$ cat src/ph_dual_pump_dosing_scheduler_defines.svh
// Assertion macros shared by the dosing scheduler.
`ifndef PH_DUAL_PUMP_DOSING_SCHEDULER_DEFINES_SVH
`define PH_DUAL_PUMP_DOSING_SCHEDULER_DEFINES_SVH

// The condition must never be true while out of reset.
`define PHDPS_ASSERT_NEVER(label, clk, rst_n, cond, msg) \
    label: assert property (@(posedge clk) disable iff (!(rst_n)) !(cond)) \
        else $error(msg);

// Whenever the antecedent holds, the consequent holds in the same cycle.
`define PHDPS_ASSERT_IMPLIES(label, clk, rst_n, ante, cons, msg) \
    label: assert property (@(posedge clk) disable iff (!(rst_n)) (ante) |-> (cons)) \
        else $error(msg);

`endif

$ cat src/phdps_pkg.sv
`default_nettype none

package phdps_pkg;

    typedef enum logic [1:0] {
        ZONE_OK   = 2'd0,
        ZONE_LOW  = 2'd1,
        ZONE_HIGH = 2'd2
    } t_zone;

    typedef enum logic [2:0] {
        CFG_PH_LOW_LIMIT       = 3'd0,
        CFG_PH_HIGH_LIMIT      = 3'd1,
        CFG_PUMP_POWER_PERCENT = 3'd2,
        CFG_ON_TIME_SECONDS    = 3'd3,
        CFG_OFF_TIME_SECONDS   = 3'd4,
        CFG_PWM_PERIOD_COUNT   = 3'd5
    } t_cfg_idx;

    typedef struct packed {
        logic [10:0] low_limit;
        logic [10:0] high_limit;
        logic [15:0] on_seconds;
        logic [15:0] off_seconds;
        logic [15:0] duty;
    } t_cfg;

    localparam logic [10:0] PH_MAX        = 11'd1400;
    localparam logic [6:0]  POWER_FULL    = 7'd100;
    localparam logic [25:0] MS_PER_SECOND = 26'd1000;

    localparam logic [10:0] RST_LOW_LIMIT  = 11'd650;
    localparam logic [10:0] RST_HIGH_LIMIT = 11'd750;
    localparam logic [6:0]  RST_POWER      = 7'd100;
    localparam logic [15:0] RST_ON_SECONDS = 16'd10;
    localparam logic [15:0] RST_OFF_SECONDS = 16'd10;
    localparam logic [15:0] RST_PWM_PERIOD = 16'd999;
    localparam logic [22:0] RST_PRODUCT    = 23'd99900;

    // Division by 100 as multiplication by ceil(2^30 / 100), exact below 2^23.
    localparam int          DIV100_SHIFT = 30;
    localparam logic [23:0] DIV100_MUL   = 24'd10737419;

    function automatic logic [25:0] phase_ms(input logic [15:0] seconds);
        logic [25:0] ms;
        ms = 26'(seconds) * MS_PER_SECOND;
        return (ms == 26'd0) ? 26'd1 : ms;
    endfunction

endpackage

`default_nettype wire

$ cat src/phdps_cfg.sv
`default_nettype none

module phdps_cfg (
    input  wire logic          i_clk,
    input  wire logic          i_rst_n,
    input  wire logic          i_cfg_valid,
    output logic               o_cfg_ready,
    input  wire logic [2:0]    i_cfg_index,
    input  wire logic [15:0]   i_cfg_data,
    output phdps_pkg::t_cfg    o_cfg
);

    logic [10:0] r_low_limit;
    logic [10:0] r_high_limit;
    logic [6:0]  r_power;
    logic [15:0] r_on_seconds;
    logic [15:0] r_off_seconds;
    logic [15:0] r_pwm_period;
    logic [22:0] r_product;
    logic [6:0]  w_power_clamped;
    logic [46:0] w_scaled;
    logic        w_write;

    assign o_cfg_ready = i_rst_n;
    assign w_write     = i_cfg_valid && o_cfg_ready;

    always_ff @(posedge i_clk) begin
        if (!i_rst_n) begin
            r_low_limit   <= phdps_pkg::RST_LOW_LIMIT;
            r_high_limit  <= phdps_pkg::RST_HIGH_LIMIT;
            r_power       <= phdps_pkg::RST_POWER;
            r_on_seconds  <= phdps_pkg::RST_ON_SECONDS;
            r_off_seconds <= phdps_pkg::RST_OFF_SECONDS;
            r_pwm_period  <= phdps_pkg::RST_PWM_PERIOD;
        end else if (w_write) begin
            unique case (phdps_pkg::t_cfg_idx'(i_cfg_index))
                phdps_pkg::CFG_PH_LOW_LIMIT:       r_low_limit   <= i_cfg_data[10:0];
                phdps_pkg::CFG_PH_HIGH_LIMIT:      r_high_limit  <= i_cfg_data[10:0];
                phdps_pkg::CFG_PUMP_POWER_PERCENT: r_power       <= i_cfg_data[6:0];
                phdps_pkg::CFG_ON_TIME_SECONDS:    r_on_seconds  <= i_cfg_data;
                phdps_pkg::CFG_OFF_TIME_SECONDS:   r_off_seconds <= i_cfg_data;
                phdps_pkg::CFG_PWM_PERIOD_COUNT:   r_pwm_period  <= i_cfg_data;
                default: begin
                end
            endcase
        end
    end

    assign w_power_clamped = (r_power > phdps_pkg::POWER_FULL) ? phdps_pkg::POWER_FULL : r_power;

    always_ff @(posedge i_clk) begin
        if (!i_rst_n) begin
            r_product <= phdps_pkg::RST_PRODUCT;
        end else begin
            r_product <= 23'(r_pwm_period) * 23'(w_power_clamped);
        end
    end

    assign w_scaled = 47'(r_product) * 47'(phdps_pkg::DIV100_MUL);

    always_comb begin
        o_cfg.low_limit   = r_low_limit;
        o_cfg.high_limit  = r_high_limit;
        o_cfg.on_seconds  = r_on_seconds;
        o_cfg.off_seconds = r_off_seconds;
        o_cfg.duty        = w_scaled[phdps_pkg::DIV100_SHIFT +: 16];
    end

endmodule

`default_nettype wire

$ cat src/phdps_core.sv
`default_nettype none

module phdps_core (
    input  wire logic            i_clk,
    input  wire logic            i_rst_n,
    input  wire phdps_pkg::t_cfg i_cfg,
    input  wire logic            i_hold,
    input  wire logic            i_in_valid,
    output logic                 o_in_ready,
    input  wire logic [10:0]     i_ph_sample,
    input  wire logic [31:0]     i_now_ms,
    output logic                 o_out_valid,
    input  wire logic            i_out_ready,
    output logic                 o_low_pump_on,
    output logic                 o_high_pump_on,
    output logic [15:0]          o_compare_value,
    output logic [1:0]           o_zone_now,
    output logic                 o_dosing_phase
);

    logic                r_in_vld;
    logic [10:0]         r_ph;
    logic [31:0]         r_now;

    phdps_pkg::t_zone    r_zone;
    logic                r_phase_on;
    logic [31:0]         r_start;
    logic                r_low_run;
    logic                r_high_run;

    phdps_pkg::t_zone    n_zone;
    logic                n_phase_on;
    logic [31:0]         n_start;
    logic                n_low_run;
    logic                n_high_run;

    logic                r_out_vld;
    logic                r_out_low;
    logic                r_out_high;
    logic [15:0]         r_out_cmp;
    logic [1:0]          r_out_zone;
    logic                r_out_phase;

    logic                w_adv;
    logic                w_acc;
    logic                w_proc;
    logic [10:0]         w_ph;
    logic [10:0]         w_lo;
    logic [10:0]         w_hi;
    phdps_pkg::t_zone    w_new_zone;
    logic [31:0]         w_elapsed;
    logic                w_on_done;
    logic                w_off_done;

    assign w_adv      = !r_out_vld || i_out_ready;
    assign o_in_ready = i_rst_n && !i_hold && (!r_in_vld || w_adv);
    assign w_acc      = i_in_valid && o_in_ready;
    assign w_proc     = r_in_vld && w_adv;

    always_ff @(posedge i_clk) begin
        if (!i_rst_n) begin
            r_in_vld <= 1'b0;
        end else if (w_acc) begin
            r_in_vld <= 1'b1;
        end else if (w_proc) begin
            r_in_vld <= 1'b0;
        end
    end

    always_ff @(posedge i_clk) begin
        if (w_acc) begin
            r_ph  <= i_ph_sample;
            r_now <= i_now_ms;
        end
    end

    always_comb begin
        w_ph = (r_ph > phdps_pkg::PH_MAX) ? phdps_pkg::PH_MAX : r_ph;
        if (i_cfg.low_limit > i_cfg.high_limit) begin
            w_lo = i_cfg.high_limit;
            w_hi = i_cfg.low_limit;
        end else begin
            w_lo = i_cfg.low_limit;
            w_hi = i_cfg.high_limit;
        end
        priority if (w_ph > w_hi) begin
            w_new_zone = phdps_pkg::ZONE_HIGH;
        end else if (w_ph < w_lo) begin
            w_new_zone = phdps_pkg::ZONE_LOW;
        end else begin
            w_new_zone = phdps_pkg::ZONE_OK;
        end
        w_elapsed  = r_now - r_start;
        w_on_done  = w_elapsed >= 32'(phdps_pkg::phase_ms(i_cfg.on_seconds));
        w_off_done = w_elapsed >= 32'(phdps_pkg::phase_ms(i_cfg.off_seconds));
    end

    always_comb begin
        n_zone     = r_zone;
        n_phase_on = r_phase_on;
        n_start    = r_start;
        n_low_run  = r_low_run;
        n_high_run = r_high_run;
        priority if (w_new_zone != r_zone) begin
            n_zone     = w_new_zone;
            n_phase_on = (w_new_zone != phdps_pkg::ZONE_OK);
            n_start    = r_now;
            n_low_run  = (w_new_zone == phdps_pkg::ZONE_LOW);
            n_high_run = (w_new_zone == phdps_pkg::ZONE_HIGH);
        end else if (r_zone == phdps_pkg::ZONE_OK) begin
            n_phase_on = 1'b0;
            n_start    = r_now;
            n_low_run  = 1'b0;
            n_high_run = 1'b0;
        end else if (r_phase_on) begin
            if (w_on_done) begin
                n_phase_on = 1'b0;
                n_start    = r_now;
                n_low_run  = 1'b0;
                n_high_run = 1'b0;
            end else begin
                n_low_run  = (r_zone == phdps_pkg::ZONE_LOW);
                n_high_run = (r_zone == phdps_pkg::ZONE_HIGH);
            end
        end else begin
            if (w_off_done) begin
                n_phase_on = 1'b1;
                n_start    = r_now;
                n_low_run  = (r_zone == phdps_pkg::ZONE_LOW);
                n_high_run = (r_zone == phdps_pkg::ZONE_HIGH);
            end else begin
                n_low_run  = 1'b0;
                n_high_run = 1'b0;
            end
        end
    end

    always_ff @(posedge i_clk) begin
        if (!i_rst_n) begin
            r_zone     <= phdps_pkg::ZONE_OK;
            r_phase_on <= 1'b0;
            r_start    <= 32'd0;
            r_low_run  <= 1'b0;
            r_high_run <= 1'b0;
        end else if (w_proc) begin
            r_zone     <= n_zone;
            r_phase_on <= n_phase_on;
            r_start    <= n_start;
            r_low_run  <= n_low_run;
            r_high_run <= n_high_run;
        end
    end

    always_ff @(posedge i_clk) begin
        if (!i_rst_n) begin
            r_out_vld <= 1'b0;
        end else if (w_adv) begin
            r_out_vld <= r_in_vld;
        end
    end

    always_ff @(posedge i_clk) begin
        if (w_proc) begin
            r_out_low   <= n_low_run;
            r_out_high  <= n_high_run;
            r_out_cmp   <= (n_low_run || n_high_run) ? i_cfg.duty : 16'd0;
            r_out_zone  <= n_zone;
            r_out_phase <= n_phase_on;
        end
    end

    assign o_out_valid     = r_out_vld;
    assign o_low_pump_on   = r_out_low;
    assign o_high_pump_on  = r_out_high;
    assign o_compare_value = r_out_cmp;
    assign o_zone_now      = r_out_zone;
    assign o_dosing_phase  = r_out_phase;

endmodule

`default_nettype wire

$ cat src/ph_dual_pump_dosing_scheduler.sv
// pH dual-pump dosing scheduler.
// Each request on the input channel carries one pH sample in hundredths of pH
// and the current millisecond time; each one yields exactly one result request
// with both pump enables, the PWM compare count, the zone and the dosing phase.
// Registers are written through the configuration channel, index 0 to 5; a
// write to any other index is accepted and ignored.
// The result is registered: the input register loads when the request is
// accepted and the result register when the result stage may advance.
// Throughput is one request per cycle while the receiver is ready and no
// configuration write is offered.
// The input channel is not ready in a cycle in which a configuration write is
// offered, so that the next sample sees the new register values.
// While the receiver stalls, the result is held and one further request is
// taken into the input register; then ready drops until the result leaves.
// Synchronous active-low reset restores the register defaults, puts the block
// in the ok zone with both pumps off, and empties both registers; neither
// channel is ready while reset is asserted.

`default_nettype none

`include "ph_dual_pump_dosing_scheduler_defines.svh"

module ph_dual_pump_dosing_scheduler (
    input  wire logic        i_clk,
    input  wire logic        i_rst_n,
    input  wire logic        i_cfg_valid,
    output logic             o_cfg_ready,
    input  wire logic [2:0]  i_cfg_index,
    input  wire logic [15:0] i_cfg_data,
    input  wire logic        i_in_valid,
    output logic             o_in_ready,
    input  wire logic [10:0] i_ph_sample,
    input  wire logic [31:0] i_now_ms,
    output logic             o_out_valid,
    input  wire logic        i_out_ready,
    output logic             o_low_pump_on,
    output logic             o_high_pump_on,
    output logic [15:0]      o_compare_value,
    output logic [1:0]       o_zone_now,
    output logic             o_dosing_phase
);

    phdps_pkg::t_cfg w_cfg;

    phdps_cfg u_cfg (
        .i_clk       (i_clk),
        .i_rst_n     (i_rst_n),
        .i_cfg_valid (i_cfg_valid),
        .o_cfg_ready (o_cfg_ready),
        .i_cfg_index (i_cfg_index),
        .i_cfg_data  (i_cfg_data),
        .o_cfg       (w_cfg)
    );

    phdps_core u_core (
        .i_clk           (i_clk),
        .i_rst_n         (i_rst_n),
        .i_cfg           (w_cfg),
        .i_hold          (i_cfg_valid),
        .i_in_valid      (i_in_valid),
        .o_in_ready      (o_in_ready),
        .i_ph_sample     (i_ph_sample),
        .i_now_ms        (i_now_ms),
        .o_out_valid     (o_out_valid),
        .i_out_ready     (i_out_ready),
        .o_low_pump_on   (o_low_pump_on),
        .o_high_pump_on  (o_high_pump_on),
        .o_compare_value (o_compare_value),
        .o_zone_now      (o_zone_now),
        .o_dosing_phase  (o_dosing_phase)
    );

    `PHDPS_ASSERT_NEVER(a_one_pump, i_clk, i_rst_n,
        o_out_valid && o_low_pump_on && o_high_pump_on, "both pumps on")
    `PHDPS_ASSERT_IMPLIES(a_pump_phase, i_clk, i_rst_n, o_out_valid,
        (o_low_pump_on || o_high_pump_on) == o_dosing_phase, "pump state disagrees with phase")
    `PHDPS_ASSERT_IMPLIES(a_low_zone, i_clk, i_rst_n, o_out_valid && o_low_pump_on,
        o_zone_now == phdps_pkg::ZONE_LOW, "low pump outside low zone")
    `PHDPS_ASSERT_IMPLIES(a_ok_idle, i_clk, i_rst_n,
        o_out_valid && o_zone_now == phdps_pkg::ZONE_OK,
        !o_dosing_phase && o_compare_value == 16'd0, "activity in ok zone")
    `PHDPS_ASSERT_IMPLIES(a_cfg_hold, i_clk, i_rst_n, i_cfg_valid, !o_in_ready,
        "input taken during configuration write")

endmodule

`default_nettype wire

$ cat config.mk
export PLATFORM = sky130hd
export DESIGN_NAME = ph_dual_pump_dosing_scheduler
export DESIGN_NICKNAME = d
export VERILOG_FILES = /design/src/phdps_pkg.sv /design/src/phdps_cfg.sv /design/src/phdps_core.sv /design/src/ph_dual_pump_dosing_scheduler.sv
export VERILOG_INCLUDE_DIRS = /design/src /design/src/src
export SDC_FILE = /design/constraint.sdc
export NUM_CORES = 2
export LEC_CHECK = 0
export BUFFER_PORTS_ARGS = -buffer_cell sky130_fd_sc_hd__buf_2
export CORE_AREA = 3 3 251 253
export CTS_CLUSTER_DIAMETER = 60
export CTS_CLUSTER_SIZE = 8
export DETAILED_ROUTE_END_ITERATION = 10
export DIE_AREA = 0 0 254 256
export GPL_ROUTABILITY_DRIVEN = 0
export PLACE_DENSITY = 0.59
export SLEW_MARGIN = 20
export SYNTH_ARGS = -nofsm -noshare
export SYNTH_HDL_FRONTEND = slang
export SYNTH_SLANG_ARGS = --single-unit
$ cat constraint.sdc
create_clock -name i_clk -period 11.9 [get_ports i_clk]
set_clock_uncertainty 0.2 [all_clocks]
set_input_delay 2.38 -clock i_clk [delete_from_list [all_inputs] [get_ports i_clk]]
set_output_delay 2.38 -clock i_clk [all_outputs]
set_load 0.005 [all_outputs]
==> results.py <==
metrics = {
    "run_status": {
        "status": "completed",
    },
    "sta": {
        "rsz0062_at_grt": "no",
        "fmax_mhz": 114.8,
        "drv_slew": 0,
        "hold-worst-slack_ns": 0.2505,
        "maxSlewHeadroom": 0.3218,
        "final_hold_viol_count": 0,
        "worstMarginPinSlew_ns": 1.013,
        "setup_viol": 0,
        "min_period_ns": 8.713,
        "finalCritPeriodShare": 0.7322,
        "timing.setup.tns_ns": 0,
    },
    "clock_tree": {
        "cts_tree": "built",
        "ctsResizeCount": 0,
        "hold_buffers": 0,
        "clk_latency_ns": 0.54,
        "cts_setup_buffers": 0,
        "h-tree-depth": 2,
        "cts.path.max_buffers": 3,
        "cts.sinks": 201,
        "cts_buffers": 35,
        "root_buffer": "clkbuf_16",
        "cts.clk_slew.worst_paths_ns": 0.05,
    },
    "yosys": {
        "syn_area_per_cell_um2": 9.489,
        "ys_seq_elements": 201,
        "ys_async_sr_fraction": 0,
        "ys.flop_type": "dfxtp_1",
        "syn_area_um2": 28450,
        "synth_cells": 2998,
        "synth_edf_count": 64,
        "syn-num-nets": 3934,
        "post_synth_num_cell_types": 92,
        "ys_warn_count": 0,
        "yosysSeqAreaShare": 0.1640,
    },
    "critical_path": {
        "cp-start-kind": "register",
        "worstPathMaxFanout": 18,
        "rr_endpoint": "u_core.o_compare_value[5]",
        "arrival_ns": 8.76,
        "crit_path_end_kind": "register",
        "r2r_cells": 26,
        "cpMostUsedCell": "fa_1",
        "rrSetupSlack_ns": 3.19,
        "slowest_delay_ns": 0.69,
        "critPathKind": "reg -> reg",
        "crit_slowest_cell": "o41ai_1",
        "worstPathRequired_ns": 11.95,
        "r2r_start": "u_cfg.r_off_seconds[2]",
    },
    "final_layout": {
        "final_common_cell": "inv_1",
        "n_fill_cell": 5740,
        "synthToLayoutAreaGrowth_pct": 8.290,
        "most-common-layout-cells": "inv_1, ha_1, fa_1",
        "antenna_cells": 0,
        "final_core_util": 0.5029,
        "layout.nets": 4013,
        "drive_above_1_share": 0.06714,
    },
    "worst_hold_path": {
        "min_from": "u_core.r_start[18]",
        "min_path_cells": 2,
        "min_to": "u_core.r_start[18]",
        "hp-class": "reg -> reg",
    },
    "drt": {
        "topRoutingLayerUsed": "met4",
        "dr.pass1.iters": 5,
        "drt-met1-wl_mm": 28.28,
        "met3_length_mm": 2.291,
        "met2_wirelength_mm": 34.69,
        "drcViolationCount": 0,
        "vias": 20582,
        "postRouteAntennaNets": 0,
        "wirelength_mm": 67.60,
        "initialDrtViolationCount": 946,
        "wire_per_inst_um": 17.39,
        "via_per_inst": 5.294,
    },
    "job": {
        "drv_cap": 0,
    },
    "grt": {
        "grt_max_degree": 67,
        "grt_overflow_total": 0,
        "grt_pass1_wl_mm": 111.8,
        "antenna_found_initial": 0,
        "first_global_vias": 21726,
        "grt_use_total": 0.2144,
    },
    "floorplan": {
        "fp.dieH_um": 256,
        "initial_utilization": 0.4644,
        "io_pins": 91,
        "die_area_um2": 65020,
        "coreArea_um2": 61260,
        "rows": 91,
        "die_x_um": 254,
    },
    "placement": {
        "post-dp-hpwl_mm": 57.04,
        "portBuffers": 90,
    },
}
==> per-stage QoR <==
| step | worst slack [ns] | cells | instance area, um^2 |
|---|---|---|---|
| after detailed placement | 3.224 | 3830 | 29740 |
| after floorplan | 4.392 | 2998 | 28450 |
| after global placement | 3.518 | 3830 | 29730 |
| after global routing | 2.776 | 3888 | 30810 |
| after CTS | 3.174 | 3888 | 30810 |
| final | 3.187 | 3888 | 30810 |
==> registers in the layout, indices dropped and copies added, names as in the netlist <==
register                flops
u_cfg.r_high_limit         11
u_cfg.r_low_limit          11
u_cfg.r_off_seconds        16
u_cfg.r_on_seconds         16
u_cfg.r_power               7
u_cfg.r_product            23
u_cfg.r_pwm_period         16
u_core.o_compare_value     16
u_core.o_dosing_phase       1
u_core.o_high_pump_on       1
u_core.o_low_pump_on        1
u_core.o_out_valid          1
u_core.o_zone_now           2
u_core.r_in_vld             1
u_core.r_now               32
u_core.r_ph                11
u_core.r_phase_on           1
u_core.r_start             32
u_core.r_zone               2
==> kinds of logic (layout without fill, tap and decap cells) <==
group | after synthesis | count (layout) | share of synthesized area
AOI/OAI and AO/OA | 423 | 423 | 0.09993
xor gates and xnor gates | 88 | 88 | 0.02709
adders and majority gates | 869 | 869 | 0.4806
buffers and inverters | 668 | 768 | 0.08959
DFF | 201 | 201 | 0.1640
muxes | 65 | 65 | 0.02318
and+or+nand+nor | 684 | 684 | 0.1156
==> per-layer routing <==
layer | vias up | GRT usage
li1 | 9998 | -
met3 | 105 | 0.02662
met1 | 10141 | 0.2656
met4 | 0 | 0.07263
met5 | - | 0
met2 | 338 | 0.3838
==> final cells by class <==
class,count,area (um^2),share of cell area
clock buffer,50,994.7,0.03229
clock inverter,8,68.82,0.002234
inverter,611,2293,0.07445
multi-input combinational,2129,21280,0.6906
sequential,201,4664,0.1514
tap,790,988.4,0.03209
timing repair buffer,99,520.5,0.01690
==> cell usage after synthesis, drive strengths merged (27+ instances only) <==
| cell type | count | share of area |
|---|---|---|
| a21o | 51 | 0.014 |
| a21oi | 145 | 0.026 |
| and2 | 40 | 0.0089 |
| clkbuf | 46 | 0.0061 |
| dfxtp | 137 | 0.096 |
| edfxtp | 64 | 0.068 |
| fa | 373 | 0.26 |
| ha | 496 | 0.22 |
| inv | 610 | 0.080 |
| mux2i | 61 | 0.021 |
| nand2 | 331 | 0.044 |
| nand3 | 40 | 0.0072 |
| nor2 | 84 | 0.011 |
| nor2b | 29 | 0.0064 |
| nor3 | 39 | 0.0084 |
| o21a | 27 | 0.0071 |
| o21ai | 56 | 0.0099 |
| o31ai | 27 | 0.0073 |
| xnor2 | 48 | 0.015 |
| xor2 | 40 | 0.012 |
==> worst max-delay path: cells and delay by family (launching register included) <==
| family | cells | cell delay (ns) |
|---|---|---|
| AO/OA/AOI/OAI | 13 | 3.38 |
| AND/OR/NAND/NOR | 5 | 1.52 |
| buffers and inverters | 2 | 0.19 |
| adder cells (fa/ha/maj) | 6 | 2.63 |
| flip-flops | 1 | 0.46 |
==> worst max-delay path by stage <==
stage,startpoint,end,slack [ns]
detailed placement,u_cfg.r_off_seconds[2],u_core.o_compare_value[5],3.22
global placement,u_cfg.r_off_seconds[2],u_core.o_compare_value[6],3.52
CTS,u_cfg.r_off_seconds[2],u_core.o_compare_value[5],3.17
finish,u_cfg.r_off_seconds[2],u_core.o_compare_value[5],3.19
global route,u_cfg.r_off_seconds[2],u_core.o_compare_value[5],2.78
floorplan,u_cfg.r_off_seconds[2],u_core.o_compare_value[8],4.39
Power is not shown: default switching activity piles up to over one toggle a cycle in this logic, so the estimate is an artifact.
